<file path="src/i2cm_pkg.sv">
`timescale 1ns / 1ps
`default_nettype none

package i2cm_pkg;

    localparam int unsigned CYCLES_PER_UNIT_DEF = 48;
    localparam int unsigned BITS_PER_BYTE       = 8;
    localparam logic [7:0]  DELAY_RESET         = 8'd5;

    // Request codes as they arrive on the input channel.
    typedef enum logic [1:0] {
        REQ_START = 2'd0,
        REQ_WRITE = 2'd1,
        REQ_READ  = 2'd2,
        REQ_STOP  = 2'd3
    } t_req;

    // Sequencer states: apart from idle, each is one segment of a request's phase run.
    typedef enum logic [3:0] {
        ST_IDLE,
        ST_START,
        ST_WBIT,
        ST_WACK,
        ST_RBIT,
        ST_RGAP,
        ST_RACK,
        ST_RLAST,
        ST_STOP
    } t_state;

    // Last sub-phase index of each segment.
    localparam logic [1:0] SUB_LAST_START = 2'd2;
    localparam logic [1:0] SUB_LAST_BIT   = 2'd3;
    localparam logic [1:0] SUB_LAST_STOP  = 2'd3;

    typedef struct packed {
        logic       scl;
        logic       sda;
        logic       smp;
        logic       last;
        logic       ack;
        logic [7:0] rdata;
    } t_phase;

    typedef struct packed {
        logic busy;
        logic done;
    } t_tmr_stat;

endpackage

`default_nettype wire

</file>
<file path="src/i2cm_phase_gen.sv">
`timescale 1ns / 1ps
`default_nettype none

module i2cm_phase_gen (
    input  var i2cm_pkg::t_state i_state,
    input  var logic [1:0]       i_sub,
    input  var logic             i_scl_level,
    input  var logic             i_data_msb,
    input  var logic             i_send_ack,
    input  var logic             i_ack_in,
    input  var logic [7:0]       i_rdata,
    output i2cm_pkg::t_phase     o_phase
);
    import i2cm_pkg::*;

    logic w_bit;

    always_comb begin
        o_phase = '0;
        // Data bit driven in a write slot; in the read acknowledge slot the
        // master drives low for ACK and releases for NACK.
        w_bit = (i_state == ST_RACK) ? ~i_send_ack : i_data_msb;
        case (i_state)
            ST_START: begin
                case (i_sub)
                    2'd0:    begin o_phase.scl = 1'b1; o_phase.sda = 1'b1; end
                    2'd1:    begin o_phase.scl = 1'b1; o_phase.sda = 1'b0; end
                    default: begin o_phase.scl = 1'b0; o_phase.sda = 1'b0; end
                endcase
            end
            ST_WBIT, ST_RACK: begin
                case (i_sub)
                    2'd0:    begin o_phase.scl = i_scl_level; o_phase.sda = w_bit; end
                    2'd1:    begin o_phase.scl = 1'b1;        o_phase.sda = w_bit; end
                    2'd2:    begin o_phase.scl = 1'b0;        o_phase.sda = w_bit; end
                    default: begin o_phase.scl = 1'b0;        o_phase.sda = 1'b0;  end
                endcase
            end
            ST_WACK, ST_RBIT: begin
                o_phase.sda = 1'b1;
                case (i_sub)
                    2'd0:    o_phase.scl = i_scl_level;
                    2'd1:    o_phase.scl = 1'b1;
                    2'd2:    begin o_phase.scl = 1'b1; o_phase.smp = 1'b1; end
                    default: o_phase.scl = 1'b0;
                endcase
                if ((i_state == ST_WACK) && (i_sub == SUB_LAST_BIT)) begin
                    o_phase.last = 1'b1;
                    o_phase.ack  = i_ack_in;
                end
            end
            ST_RGAP: begin
                o_phase.scl = i_scl_level;
                o_phase.sda = 1'b1;
            end
            ST_RLAST: begin
                o_phase.scl   = i_scl_level;
                o_phase.sda   = 1'b0;
                o_phase.last  = 1'b1;
                o_phase.rdata = i_rdata;
            end
            ST_STOP: begin
                case (i_sub)
                    2'd0:    begin o_phase.scl = i_scl_level; o_phase.sda = 1'b0; end
                    2'd1:    begin o_phase.scl = 1'b0;        o_phase.sda = 1'b0; end
                    2'd2:    begin o_phase.scl = 1'b1;        o_phase.sda = 1'b0; end
                    default: begin
                        o_phase.scl  = 1'b1;
                        o_phase.sda  = 1'b1;
                        o_phase.last = 1'b1;
                    end
                endcase
            end
            default: o_phase = '0;
        endcase
    end

endmodule

`default_nettype wire

</file>
<file path="src/i2cm_hold_timer.sv">
`timescale 1ns / 1ps
`default_nettype none

module i2cm_hold_timer #(
    parameter int unsigned CYCLES_PER_UNIT = i2cm_pkg::CYCLES_PER_UNIT_DEF
) (
    input  var logic          i_clk,
    input  var logic          i_rst_n,
    input  var logic          i_start,
    input  var logic [7:0]    i_units,
    output i2cm_pkg::t_tmr_stat o_stat
);
    import i2cm_pkg::*;

    localparam int unsigned CW = (CYCLES_PER_UNIT > 1) ? $clog2(CYCLES_PER_UNIT) : 1;
    localparam logic [CW-1:0] CYC_LAST = CW'(CYCLES_PER_UNIT - 1);

    logic          r_active, n_active;
    logic [7:0]    r_units,  n_units;
    logic [CW-1:0] r_cyc,    n_cyc;

    always_comb begin
        n_active = r_active;
        n_units  = r_units;
        n_cyc    = r_cyc;
        if (i_start) begin
            n_active = 1'b1;
            n_units  = i_units;
            n_cyc    = '0;
        end else if (r_active) begin
            if (r_units == 8'd0) begin
                n_active = 1'b0;
            end else if (r_cyc == CYC_LAST) begin
                n_cyc   = '0;
                n_units = r_units - 8'd1;
            end else begin
                n_cyc = r_cyc + CW'(1);
            end
        end
    end

    always_ff @(posedge i_clk) begin
        if (!i_rst_n) begin
            r_active <= 1'b0;
            r_units  <= '0;
            r_cyc    <= '0;
        end else begin
            r_active <= n_active;
            r_units  <= n_units;
            r_cyc    <= n_cyc;
        end
    end

    assign o_stat.busy = r_active;
    assign o_stat.done = r_active && (r_units == 8'd0);

endmodule

`default_nettype wire

</file>
<file path="src/i2c_master_byte_engine.sv">
`timescale 1ns / 1ps
`default_nettype none

// Single-master I2C byte engine. Each request (start plus address, write
// byte, read byte, stop) is expanded into a run of line phases: 39 for start,
// 36 for write, 38 for read and 4 for stop. Each phase is offered on the
// output channel and, once taken, the lines are held by a shared hold timer
// for the number of delay units last written through the config port; the
// hold timer, together with back-pressure on the output, sets the pace of
// the phases. One request is handled at a time, and the input is stalled
// until the last phase of the current one has been held.
module i2c_master_byte_engine #(
    parameter int unsigned CYCLES_PER_UNIT = i2cm_pkg::CYCLES_PER_UNIT_DEF
) (
    input  var logic       i_clk,
    input  var logic       i_rst_n,
    input  var logic       i_cfg_we,
    input  var logic [7:0] i_cfg_data,
    input  var logic       i_in_valid,
    output logic           o_in_stall,
    input  var logic [1:0] i_req_type,
    input  var logic [7:0] i_data_byte,
    input  var logic       i_send_ack,
    input  var logic [7:0] i_bus_sda_bits,
    input  var logic       i_bus_sda_ack,
    output logic           o_out_valid,
    input  var logic       i_out_stall,
    output logic           o_scl_release,
    output logic           o_sda_release,
    output logic           o_sample_now,
    output logic           o_phase_last,
    output logic           o_ack_bit,
    output logic [7:0]     o_read_byte
);
    import i2cm_pkg::*;

    localparam logic [2:0] BIT_LAST = 3'(BITS_PER_BYTE - 1);

    t_state     r_state, n_state;
    logic [1:0] r_sub,   n_sub;
    logic [2:0] r_bit,   n_bit;
    logic       r_ovalid, n_ovalid;
    logic [7:0] r_shift, n_shift;
    logic       r_send_ack, r_ack_in;
    logic       r_scl_level;
    logic [7:0] r_delay;

    t_phase     w_phase;
    t_tmr_stat  w_tmr;
    logic       w_in_fire;
    logic       w_out_fire;

    i2cm_phase_gen u_phase_gen (
        .i_state     (r_state),
        .i_sub       (r_sub),
        .i_scl_level (r_scl_level),
        .i_data_msb  (r_shift[7]),
        .i_send_ack  (r_send_ack),
        .i_ack_in    (r_ack_in),
        .i_rdata     (r_shift),
        .o_phase     (w_phase)
    );

    i2cm_hold_timer #(
        .CYCLES_PER_UNIT (CYCLES_PER_UNIT)
    ) u_hold_timer (
        .i_clk   (i_clk),
        .i_rst_n (i_rst_n),
        .i_start (w_out_fire),
        .i_units (r_delay),
        .o_stat  (w_tmr)
    );

    // Handshake outputs.
    always_comb begin
        o_in_stall  = (r_state != ST_IDLE);
        o_out_valid = r_ovalid;
        w_in_fire   = i_in_valid && (r_state == ST_IDLE);
        w_out_fire  = r_ovalid && !i_out_stall;
    end

    // Next state: the sequencer advances one phase each time the hold ends.
    always_comb begin
        n_state  = r_state;
        n_sub    = r_sub;
        n_bit    = r_bit;
        n_ovalid = r_ovalid;
        n_shift  = r_shift;
        if (w_out_fire) begin
            n_ovalid = 1'b0;
        end
        case (r_state)
            ST_IDLE: begin
                if (w_in_fire) begin
                    n_sub    = '0;
                    n_bit    = '0;
                    n_ovalid = 1'b1;
                    n_shift  = i_data_byte;
                    case (t_req'(i_req_type))
                        REQ_START: n_state = ST_START;
                        REQ_WRITE: n_state = ST_WBIT;
                        REQ_READ: begin
                            n_state = ST_RBIT;
                            n_shift = i_bus_sda_bits;
                        end
                        REQ_STOP:  n_state = ST_STOP;
                        default:   n_state = ST_IDLE;
                    endcase
                end
            end
            default: begin
                if (w_tmr.done) begin
                    n_ovalid = 1'b1;
                    n_sub    = r_sub + 2'd1;
                    case (r_state)
                        ST_START: begin
                            if (r_sub == SUB_LAST_START) begin
                                n_state = ST_WBIT;
                                n_sub   = '0;
                            end
                        end
                        ST_WBIT: begin
                            if (r_sub == SUB_LAST_BIT) begin
                                n_shift = {r_shift[6:0], 1'b0};
                                if (r_bit == BIT_LAST) begin
                                    n_state = ST_WACK;
                                end else begin
                                    n_bit = r_bit + 3'd1;
                                end
                            end
                        end
                        ST_RBIT: begin
                            if ((r_sub == SUB_LAST_BIT) && (r_bit == BIT_LAST)) begin
                                n_state = ST_RGAP;
                            end else if (r_sub == SUB_LAST_BIT) begin
                                n_bit = r_bit + 3'd1;
                            end
                        end
                        ST_RGAP: begin
                            n_state = ST_RACK;
                            n_sub   = '0;
                        end
                        ST_RACK: begin
                            if (r_sub == SUB_LAST_BIT) begin
                                n_state = ST_RLAST;
                            end
                        end
                        default: begin
                            // A segment that ends the request returns to idle
                            // on its final phase.
                            if (w_phase.last) begin
                                n_state  = ST_IDLE;
                                n_ovalid = 1'b0;
                                n_sub    = '0;
                            end
                        end
                    endcase
                end
            end
        endcase
    end

    always_ff @(posedge i_clk) begin
        if (!i_rst_n) begin
            r_state     <= ST_IDLE;
            r_sub       <= '0;
            r_bit       <= '0;
            r_ovalid    <= 1'b0;
            r_shift     <= '0;
            r_scl_level <= 1'b1;
            r_delay     <= DELAY_RESET;
        end else begin
            r_state  <= n_state;
            r_sub    <= n_sub;
            r_bit    <= n_bit;
            r_ovalid <= n_ovalid;
            r_shift  <= n_shift;
            if (w_out_fire) begin
                r_scl_level <= w_phase.scl;
            end
            if (i_cfg_we) begin
                r_delay <= i_cfg_data;
            end
        end
    end

    always_ff @(posedge i_clk) begin
        if (w_in_fire) begin
            r_send_ack <= i_send_ack;
            r_ack_in   <= i_bus_sda_ack;
        end
    end

    assign o_scl_release = w_phase.scl;
    assign o_sda_release = w_phase.sda;
    assign o_sample_now  = w_phase.smp;
    assign o_phase_last  = w_phase.last;
    assign o_ack_bit     = w_phase.ack;
    assign o_read_byte   = w_phase.rdata;

`ifndef SYNTHESIS
    a_idle_no_phase: assert property (@(posedge i_clk) disable iff (!i_rst_n)
        (r_state == ST_IDLE) |-> !o_out_valid)
        else $error("phase offered while idle");

    a_phase_held: assert property (@(posedge i_clk) disable iff (!i_rst_n)
        w_out_fire |=> (!o_out_valid && w_tmr.busy))
        else $error("accepted phase not followed by a hold");

    a_no_offer_in_hold: assert property (@(posedge i_clk) disable iff (!i_rst_n)
        !(r_ovalid && w_tmr.busy))
        else $error("phase offered during a hold");

    a_last_ends: assert property (@(posedge i_clk) disable iff (!i_rst_n)
        (w_tmr.done && w_phase.last) |=> (r_state == ST_IDLE))
        else $error("request did not end after its last phase");
`endif

endmodule

`default_nettype wire
</file>
<file path="config.mk">
export PLATFORM = sky130hd
export DESIGN_NAME = i2c_master_byte_engine
export DESIGN_NICKNAME = d
export VERILOG_FILES = /design/src/i2cm_pkg.sv /design/src/i2cm_phase_gen.sv /design/src/i2cm_hold_timer.sv /design/src/i2c_master_byte_engine.sv
export SDC_FILE = /design/constraint.sdc
export NUM_CORES = 1
export LEC_CHECK = 0
export ABC_AREA = 1
export BUFFER_PORTS_ARGS = -buffer_cell sky130_fd_sc_hd__buf_2
export CAP_MARGIN = 20
export CORE_MARGIN = 2
export CORE_UTILIZATION = 56
export DETAILED_ROUTE_END_ITERATION = 6
export MAX_ROUTING_LAYER = met4
export PLACE_DENSITY = 0.86
export SETUP_SLACK_MARGIN = 0.15
export SLEW_MARGIN = 10
export SYNTH_ARGS = -nofsm -noshare
export SYNTH_HDL_FRONTEND = slang
export SYNTH_SLANG_ARGS = --single-unit
</file>
<file path="constraint.sdc">
create_clock -name i_clk -period 1.8 [get_ports i_clk]
set_input_delay 0.36 -clock i_clk [delete_from_list [all_inputs] [get_ports i_clk]]
set_output_delay 0.36 -clock i_clk [all_outputs]
set_load 0.01 [all_outputs]
</file>
==> flow_metrics.tcl, run 1 <==
set metrics [dict create \
    status "complete, but fails checks" \
    violations "negative setup slack" \
    finalCritPeriodShare_pct 107 \
    path_clk_slew_ns 0.09 \
    synth_simple_gate_area_share_pct 36.1 \
    die-area_um2 5570 \
    die_h_um 74.6 \
    dpl_cell_area_um2 3150 \
    area_growth_pct 41.3 \
    synthCells 429 \
    h-tree-depth 2 \
    syn-cell-area_um2 2790 \
    hp-class "in2reg" \
    power_density_nw_per_um2 1380 \
    clockBufferDepth 2 \
    synth_area_per_cell_um2 6.51 \
    cts.sinks 44 \
    gp_congestion 0.945 \
    dp_hpwl_um 5040 \
    yosysUniqueCellTypes 33 \
    max_cap_violations 0 \
    cts_tree "yes" \
    final_area_um2 3950 \
    regArea_um2 928 \
    cp_data_required_time_ns 1.44 \
    setup_violations 6 \
    synth-xor-area-share_pct 1.57 \
    worst_setup_path_start_kind "flop" \
    routed-via-count 3517 \
    grt_pass1_wl_um 12600 \
    core-area_um2 4750 \
    clock_latency_ns 0.31 \
    multi_input_area_um2 2000 \
    drive_above_1_share_pct 37.4 \
    crit_path_cell_trace "inv_8 > ha_4 > nand2_2 > inv_2 > nor2_2 > nor2_1 > a21oi_2 > nand2_1 > buf_2" \
    die_w_um 74.6 \
    slew_headroom_pct 66.2 \
    crit_path_end_kind "primary output" \
    cts_root_buf "clkbuf_8" \
    rows 25 \
    numCtsBuffers 5 \
    synth-adder-area-share_pct 5.37 \
    slowest_delay_ns 0.40 \
    initial_core_util_pct 58.8 \
    vias_per_cell 6.08 \
    ys_warn_count 0 \
    slowest_stage "dfxtp_4" \
    drv_slew 0 \
    synth_compound_area_share_pct 15.1 \
    fill_cells 275 \
    ys_seq_elements 44 \
    drt_iter0_drc 519 \
    io_buffers 47 \
    synth_top_family_by_area "simple AND/OR/NAND/NOR gates" \
    track_usage_pct 30.0 \
    grt_max_degree 26 \
    finalWirelength_um 10300 \
    critPathArrivalTime_ns 1.57 \
    dpl_worst_slack_ns 0.0344 \
    wl_per_cell_um 17.8 \
    io_pins 48 \
    ir_drop_uv 1030 \
    postRouteAntennaNets 0 \
    tightest_slew_ns 0.506 \
    synth_seq_area_share_pct 32.2 \
    hold_viol 0 \
    p_leak_nw 1.82 \
    antenna_found_initial 0 \
    setup_tns_ns -0.465 \
    fin_ws_ns -0.135 \
    max_freq_mhz 517 \
    syn-num-nets 474 \
    drt-pass1-iter-count 7 \
    synthMuxAreaShare_pct 0 \
    nets 555 \
    grt_setup_unrepaired "yes" \
    finalCriticalPeriod_ns 1.93 \
    drcViolationCount 0 \
    skew_ns 0.00827 \
    crit_type "reg2out" \
    crit_fanout 5 \
    n_antenna_cell 0 \
    grt_overflow_total 0 \
    grt_pass1_vias 2920 \
]
layer usage:
| layer | GRT usage, % | wire [um] | up-vias |
|---|---|---|---|
| li1 | - | - | 1565 |
| met1 | 35.7 | 3640 | 1555 |
| met2 | 50.2 | 4970 | 307 |
| met3 | 5.35 | 927 | 90 |
| met4 | 12.1 | 745 | 0 |
| met5 | - | 0 | - |
sequential cells by signal, summed over array words and instances (netlist names):
register               cells
r_delay                    8
r_scl_level                1
r_ack_in                   1
u_hold_timer.r_units       8
r_shift                    8
o_out_valid                1
u_hold_timer.r_cyc         6
u_hold_timer.r_active      1
r_sub                      2
r_bit                      3
r_state                    4
r_send_ack                 1
power by group:
group / internal, W / total [W] / switching (W)
clock: 0.000314 / 0.000693 / 0.000378
sequential: 0.00120 / 0.00141 / 0.000213
combinational: 0.00135 / 0.00334 / 0.00199
stage by stage:
| stage | cells | total power, W | utilization (%) | hold slack [ns] |
|---|---|---|---|---|
| after floorplan | 429 | 0.00286 | - | 0.429 |
| after global routing | 578 | 0.00571 | 83.1 | 0.222 |
| after detailed placement | 545 | 0.00331 | 66.2 | 0.456 |
| after CTS | 570 | 0.00419 | 73.2 | 0.241 |
| final | 578 | 0.00544 | 83.1 | 0.224 |
| after global placement | 545 | 0.00325 | 66.2 | 0.441 |
synthesized netlist by cell type:
cell	count	area (um^2)
nand2_1	82	308
nand3_2	1	10.0
a22oi_1	1	7.51
nor2_2	3	18.8
ha_1	12	150
o211ai_1	1	7.51
clkbuf_1	7	26.3
o21ai_1	2	10.0
nor2_4	5	56.3
nor3b_1	2	15.0
buf_6	2	22.5
inv_2	4	15.0
nand3b_1	1	7.51
edfxtp_1	2	60.1
o22ai_1	8	50.1
or2_2	3	18.8
nand4_2	1	12.5
nor2_1	77	289
o221ai_1	1	8.76
a21oi_4	1	16.3
nand2_4	1	11.3
nand4_1	14	87.6
inv_1	51	191
nor3_1	1	5.00
buf_4	1	7.51
a21oi_1	29	145
a31oi_1	1	6.26
nand2_2	4	25.0
dfxtp_1	42	841
o21ai_0	34	170
xor2_1	5	43.8
buf_2	1	5.00
nand3_1	29	145
cells by family (layout without fill, tap and decap cells):
group                    count (synthesis)  after routing
AO/OA/AOI/OAI                           78             78
XOR/XNOR                                 5              5
adder cells (fa/ha/maj)                 12             12
buffers and inverters                   66            147
flip-flops                              44             44
AND/OR/NAND/NOR                        224            225
placed cells by master (no fill, tap or decap), types with 4 or more instances in the layout:
master    instances
inv_2             5
inv_1            45
clkbuf_8          6
nand2_4           4
nand2_8           4
o21ai_2          11
dfxtp_4           6
buf_4            24
o21ai_0          18
xor2_1            5
dfxtp_2           4
o22ai_2           5
nor2_4           10
a21oi_1          22
nand2_2           8
nor2_2           11
o21ai_1           4
nand3_1          26
a21oi_2           7
buf_6            11
nand4_1          14
buf_2            46
dfxtp_1          32
nand2_1          72
ha_1              6
nor2_1           64
path summary, 6_finish.rpt:
| path | startpoint | endpoint | slack (ns) | cells after the start |
|---|---|---|---|---|
| hold / removal | i_send_ack | r_send_ack$_DFFE_PP_ | 0.22 | 1 |
| hold reg to reg | r_delay[2]$_SDFFE_PN1P_ | r_delay[2]$_SDFFE_PN1P_ | 0.48 | 2 |
| setup reg to reg | r_state[3]$_SDFFE_PN0P_ | r_bit[1]$_SDFFE_PN0P_ | -0.07 | 11 |
| setup / recovery | r_sub[1]$_SDFFE_PN0P_ | o_scl_release | -0.13 | 9 |
critical path, delay by kind of cell (launching register included):
kind	cells	cell delay [ns]
buffers and inverters	3	0.22
AO/OA/AOI/OAI	1	0.16
flip-flops	1	0.40
AND/OR/NAND/NOR	4	0.30
adder cells (fa/ha/maj)	1	0.17
timing repair:
item	4_1_cts	5_1_grt
buffers inserted	16	5
hold buffers	0	0
endpoints found under the setup margin	18	37
pin swaps	11	33
resized for setup	39	108
cloned	1	3
layout make-up:
class | count | share of cell area, %
clock buffer | 7 | 2.19
clock inverter | 1 | 0.158
inverter | 55 | 5.99
multi-input combinational | 320 | 50.7
sequential | 44 | 23.5
tap | 67 | 2.12
timing repair buffer | 84 | 15.3
(Power assumes the default switching activity.)
==> inputs of run 2 (changes only) <==
--- a/config.mk
+++ b/config.mk
@@ -9,10 +9,11 @@
 export BUFFER_PORTS_ARGS = -buffer_cell sky130_fd_sc_hd__buf_2
 export CAP_MARGIN = 20
 export CORE_MARGIN = 2
-export CORE_UTILIZATION = 56
+export CORE_UTILIZATION = 55
 export DETAILED_ROUTE_END_ITERATION = 6
+export GPL_ROUTABILITY_DRIVEN = 0
 export MAX_ROUTING_LAYER = met4
-export PLACE_DENSITY = 0.86
+export PLACE_DENSITY = 0.84
 export SETUP_SLACK_MARGIN = 0.15
 export SLEW_MARGIN = 10
 export SYNTH_ARGS = -nofsm -noshare
==> run 2 against run 1 <==
The run still ends with negative setup slack left. Global-route usage is 3.5 points lower. Count of clock-buffer cells in the layout is 1 lower. Core utilization is 6.9 points lower. Clock skew is 0.0061 ns lower. Combinational power is 22% lower. Largest power group unchanged.
==> flow_metrics.tcl, run 2 (synthesized netlist as in run 1, its figures left out) <==
set metrics [dict create \
    status "complete, but fails checks" \
    violations "negative setup slack" \
    area_growth_pct 31.3 \
    drive_above_1_share_pct 30.6 \
    reg_top3 "r_delay (8), r_shift (8), u_hold_timer.r_units (8)" \
    dp_hpwl_um 4990 \
    grt_setup_unrepaired "yes" \
    crit_fanout 5 \
    hp-class "in2reg" \
    fin_ws_ns -0.134 \
    grt_pass1_wl_um 11400 \
    cts.sinks 44 \
    multi_input_area_um2 1810 \
    die-area_um2 5670 \
    sequentialPowerShare_pct 29.5 \
    io_buffers 47 \
    p_sw_share_pct 43.7 \
    track_usage_pct 26.5 \
    finalCriticalPeriod_ns 1.93 \
    ctsHoldBuffers 0 \
    drt-pass1-iter-count 6 \
    power_density_nw_per_um2 1270 \
    hold_viol 0 \
    cp_data_required_time_ns 1.44 \
    grt_use_met1_pct 31.4 \
    slew_headroom_pct 79.5 \
    cp_num_buf_inv 3 \
    final_cell_mix "nand2_1 (75), nor2_1 (70), buf_2 (46)" \
    finalWirelength_um 7750 \
    top_usage_layer "met2" \
    p_leak_nw 1.73 \
    comb_power_share_pct 56.0 \
    power.switching_w 0.00203 \
    grt_max_degree 26 \
    path_clk_slew_ns 0.08 \
    initial_core_util_pct 58.0 \
    dpl_cell_area_um2 3140 \
    skew_ns 0.00219 \
    fill_cells 360 \
    slowest_stage "dfxtp_4" \
    vias_per_cell 5.61 \
    tightest_slew_ns 0.308 \
    setup_tns_ns -0.283 \
    io_pins 48 \
    place_inst 544 \
    power.internal_w 0.00261 \
    finalPower_w 0.00465 \
    die_w_um 75.3 \
    routed-via-count 3196 \
    rrSetupSlack_ns 0.12 \
    grtUsageMet3_pct 4.55 \
    nets 549 \
    critPathArrivalTime_ns 1.57 \
    final_common_cell "nand2_1" \
    finalCritPeriodShare_pct 107 \
    drv_slew 0 \
    drcViolationCount 0 \
    drt_iter0_drc 212 \
    final_area_um2 3670 \
    slowest_delay_ns 0.39 \
    max_cap_violations 0 \
    die_h_um 75.3 \
    crit_type "reg2out" \
    postRouteAntennaNets 0 \
    core-area_um2 4820 \
    power_frac_clock_pct 14.5 \
    regArea_um2 923 \
    cts_tree "yes" \
    crit_path_cell_trace "inv_6 > ha_4 > nand2_2 > inv_2 > nor2_1 > nor2_1 > a21oi_2 > nand2_1 > buf_2" \
    ir_drop_uv 789 \
    setup_violations 4 \
    grtUsageMet2_pct 46.3 \
    clockBufferDepth 2 \
    fin_util_pct 76.2 \
    grt_pass1_vias 2678 \
    rows 25 \
    cpMostUsedCell "nor2_1" \
    clock_latency_ns 0.30 \
    crit_path_end_kind "primary output" \
    antenna_found_initial 0 \
    crit_family "flip-flops" \
    max_freq_mhz 517 \
    final_cells 570 \
    numCtsBuffers 5 \
    grt_overflow_total 0 \
    n_antenna_cell 0 \
    worst_setup_path_start_kind "flop" \
    wl_per_cell_um 13.6 \
    cts_root_buf "clkbuf_8" \
    h-tree-depth 2 \
]
[run 2: cell types whose count changed in the layout (fill, tap and decap cells not counted), moves of 4 or more]
| cell | previous run | this run |
|---|---|---|
| nor2_1 | 64 | 70 |
| o21ai_0 | 18 | 25 |
| o22ai_2 | 5 | 1 |
| inv_2 | 5 | 9 |
| o21ai_1 | 4 | 9 |
| a21oi_2 | 7 | 2 |
| a21oi_1 | 22 | 27 |
| o21ai_2 | 11 | 1 |
| o22ai_1 | 2 | 7 |
[run 2: final timing paths]
kind,startpoint,endpoint,cells after the start
hold / removal,i_send_ack,r_send_ack$_DFFE_PP_,1
hold reg to reg,r_delay[0]$_SDFFE_PN1P_,r_delay[0]$_SDFFE_PN1P_,2
setup reg to reg,r_bit[0]$_SDFFE_PN0P_,r_state[1]$_SDFFE_PN0P_,10
setup / recovery,r_sub[0]$_SDFFE_PN0P_,o_scl_release,9
[run 2: worst register-to-register path: stages (launching register included)]
cell and delay (ns):
dfxtp_1 0.38, ha_1 0.18, ha_1 0.22, nand2_1 0.10
nand3_1 0.12, nand2_1 0.06, nor2_1 0.11, nand3_1 0.14
nor2_4 0.15, nor2_1 0.05, nor2_1 0.10
[run 2: through the flow]
stage | worst slack, ns | hold WS [ns]
global placement | 0.0785 | 0.441
detailed placement | 0.0318 | 0.444
global route | -0.174 | 0.228
CTS | -0.0624 | 0.239
finish | -0.134 | 0.238
floorplan | 0.170 | 0.429
[run 2: per-layer routing]
layer  part of all wire [%]  up-vias  wire, um
li1                       -     1550         -
met1                     41     1485      3150
met2                     51      129      3930
met3                    5.9       32       460
met4                    2.6        0       200
met5                      0        -         0
[run 2: power by group through the flow]
stage | clock (W) | combinational, W | sequential, W
3_5_place_dp | 0 | 0.00194 | 0.00136
5_1_grt | 0.000727 | 0.00286 | 0.00139
4_1_cts | 0.000680 | 0.00207 | 0.00136
6_report | 0.000672 | 0.00260 | 0.00137
2_1_floorplan | 0 | 0.00153 | 0.00133
3_3_place_gp | 0 | 0.00188 | 0.00135
[run 2: final cells by class]
type / count / share of cell area (%)
Tap cell: 67 / 2.28
Inverter: 55 / 6.03
Sequential cell: 44 / 25.2
Multi-Input combinational cell: 319 / 49.4
Clock buffer: 6 / 2.56
Timing Repair Buffer: 79 / 14.6
[run 2: timing repair]
item | in CTS | in global routing
buffers inserted | 8 | 12
pin swaps | 11 | 16
endpoints found under the setup margin | 17 | 35
gates resized for setup | 33 | 61
==> inputs of run 3 (changes only) <==
--- a/config.mk
+++ b/config.mk
@@ -9,11 +9,11 @@
 export BUFFER_PORTS_ARGS = -buffer_cell sky130_fd_sc_hd__buf_2
 export CAP_MARGIN = 20
 export CORE_MARGIN = 2
-export CORE_UTILIZATION = 55
+export CORE_UTILIZATION = 40
 export DETAILED_ROUTE_END_ITERATION = 6
 export GPL_ROUTABILITY_DRIVEN = 0
 export MAX_ROUTING_LAYER = met4
-export PLACE_DENSITY = 0.84
+export PLACE_DENSITY = 0.66
 export SETUP_SLACK_MARGIN = 0.15
 export SLEW_MARGIN = 10
 export SYNTH_ARGS = -nofsm -noshare
==> constraint.sdc (replaced) <==
create_clock -name i_clk -period 1.8 [get_ports i_clk]
set_input_delay 0.18 -clock i_clk [delete_from_list [all_inputs] [get_ports i_clk]]
set_output_delay 0.18 -clock i_clk [all_outputs]
set_load 0.01 [all_outputs]
==> run 3 against run 2 <==
The run now ends clean. Worst hold slack lost 0.18 ns. Clock power shrank 5.2%. Worst setup slack gained 0.23 ns. Power shrank 9.4%. First-iteration DRC count shrank 52%. Register-to-register slack gained 0.07 ns. Maximum frequency grew 13%. Cell count grew 4.7%. Critical path depth shrank 3. Critical path type unchanged. Largest cell class unchanged.
==> flow_metrics.tcl, run 3 (synthesized netlist as in run 1, its figures left out) <==
set metrics [dict create \
    die-area_um2 7670 \
    track_usage_pct 19.0 \
    grt_pass1_wl_um 11500 \
    slew_headroom_pct 77.5 \
    grt_setup_unrepaired "yes" \
    hold_viol 0 \
    setup_violations 0 \
    wl_per_cell_um 12.1 \
    rows 30 \
    ir_drop_uv 683 \
    reg_top3 "r_delay (8), r_shift (8), u_hold_timer.r_units (8)" \
    finalCriticalPeriod_ns 1.70 \
    crit_path_end_kind "primary output" \
    grt_pass1_vias 2691 \
    initial_core_util_pct 41.1 \
    cts_tree "yes" \
    crit_fanout 7 \
    r2r_cells 8 \
    h-tree-depth 2 \
    cts_root_buf "clkbuf_8" \
    slowest_delay_ns 0.37 \
    whs_path_depth 1 \
    p_leak_nw 1.70 \
    drv_slew 0 \
    die_w_um 87.6 \
    cts.sinks 44 \
    drcViolationCount 0 \
    area_growth_pct 26.9 \
    antenna_found_initial 0 \
    io_pins 48 \
    crit_family "simple AND/OR/NAND/NOR gates" \
    vias_per_cell 5.01 \
    worst_setup_path_start_kind "flop" \
    rrSetupSlack_ns 0.19 \
    cp_num_buf_inv 1 \
    n_antenna_cell 0 \
    status "finished, final reports clean" \
    final_cell_mix "nand2_1 (78), nor2_1 (71), inv_1 (47), buf_2 (47), dfxtp_1 (35)" \
    die_h_um 87.6 \
    tightest_slew_ns 0.336 \
    hold-path-endpoint "r_ack_in$_DFFE_PP_" \
    skew_ns 0.00362 \
    numCtsBuffers 5 \
    crit_path_cell_trace "nor2_4 > nand2_1 > o22ai_1 > a21oi_1 > nand3_1 > buf_2" \
    clock_latency_ns 0.29 \
    postRouteAntennaNets 0 \
    slowest_stage "dfxtp_2" \
    io_buffers 47 \
    drive_above_1_share_pct 27.7 \
    r2r_end "r_shift[1]$_SDFFE_PN0P_" \
    power_density_nw_per_um2 1190 \
    ctsHoldBuffers 0 \
    critPathArrivalTime_ns 1.52 \
    core-area_um2 6790 \
    crit_type "reg2out" \
    max_freq_mhz 587 \
    dpl_worst_slack_ns 0.0499 \
    min_from "i_bus_sda_ack" \
    finalCritPeriodShare_pct 94.7 \
    grt_max_degree 26 \
    fin_ws_ns 0.0957 \
    clockBufferDepth 2 \
    cp_data_required_time_ns 1.62 \
    grt_overflow_total 0 \
    drt-pass1-iter-count 4 \
    r2r-start "r_state[3]$_SDFFE_PN0P_" \
    final_common_cell "nand2_1" \
    fin_util_pct 52.2 \
    path_clk_slew_ns 0.08 \
    max_cap_violations 0 \
    nets 545 \
    setup_tns_ns 0 \
    hp-class "in2reg" \
    dp_hpwl_um 5130 \
    routed-via-count 2990 \
    drt_iter0_drc 102 \
    finalWirelength_um 7220 \
]
-- run 3: cell types whose count changed in the layout (fill, tap and decap cells not counted), sizes merged --
cell    previous run  this run
clkinv             0         2
buf               79        75
-- run 3: cell type report --
cell class | instances | area, um^2
Inverter | 55 | 214
Fill cell | 680 | 3250
Multi-Input combinational cell | 319 | 1740
Timing Repair Buffer | 75 | 457
Tap cell | 96 | 120
Clock inverter | 2 | 10.0
Sequential cell | 44 | 922
Clock buffer | 6 | 82.6
-- run 3: timing repair --
| action | in CTS | in global routing |
|---|---|---|
| endpoints found under the hold margin | 0 | 0 |
| buffers inserted | 6 | 9 |
| pin swaps | 7 | 7 |
| endpoints found under the setup margin | 16 | 37 |
| resized for setup | 28 | 25 |
-- run 3: worst max-delay path by stage --
stage                                              start                                    to  cells after the start
floorplan           u_hold_timer.r_units[0]$_SDFFE_PN0P_  u_hold_timer.r_units[3]$_SDFFE_PN0P_                     10
global placement                   r_sub[0]$_SDFFE_PN0P_                 r_bit[0]$_SDFFE_PN0P_                      6
detailed placement                 r_sub[0]$_SDFFE_PN0P_                 r_bit[0]$_SDFFE_PN0P_                      6
CTS                                r_sub[1]$_SDFFE_PN0P_                         o_scl_release                      9
global route                       r_sub[1]$_SDFFE_PN0P_                         o_scl_release                      9
finish                           r_state[3]$_SDFFE_PN0P_                         o_sda_release                      6
-- run 3: metrics by stage --
stage,total power [W],instances,hold WS (ns),area [um^2]
floorplan,0.00286,429,0.279,2790
global placement,0.00329,574,0.357,3190
detailed placement,0.00331,574,0.359,3190
CTS,0.00403,588,0.0490,3400
global route,0.00457,597,0.0413,3540
finish,0.00421,597,0.0594,3540
-- run 3: layer usage --
metal	part of all wire, %	global-route usage [%]
met5	0	-
met4	1.7	6.85
met3	3.2	2.92
met2	48	30.4
met1	47	24.2
-- run 3: power breakdown --
part | switching, W | leakage, nW | internal, W
logic | 0.00136 | 1.28 | 0.000852
clock network | 0.000331 | 0.0510 | 0.000306
registers | 0.000165 | 0.367 | 0.00119
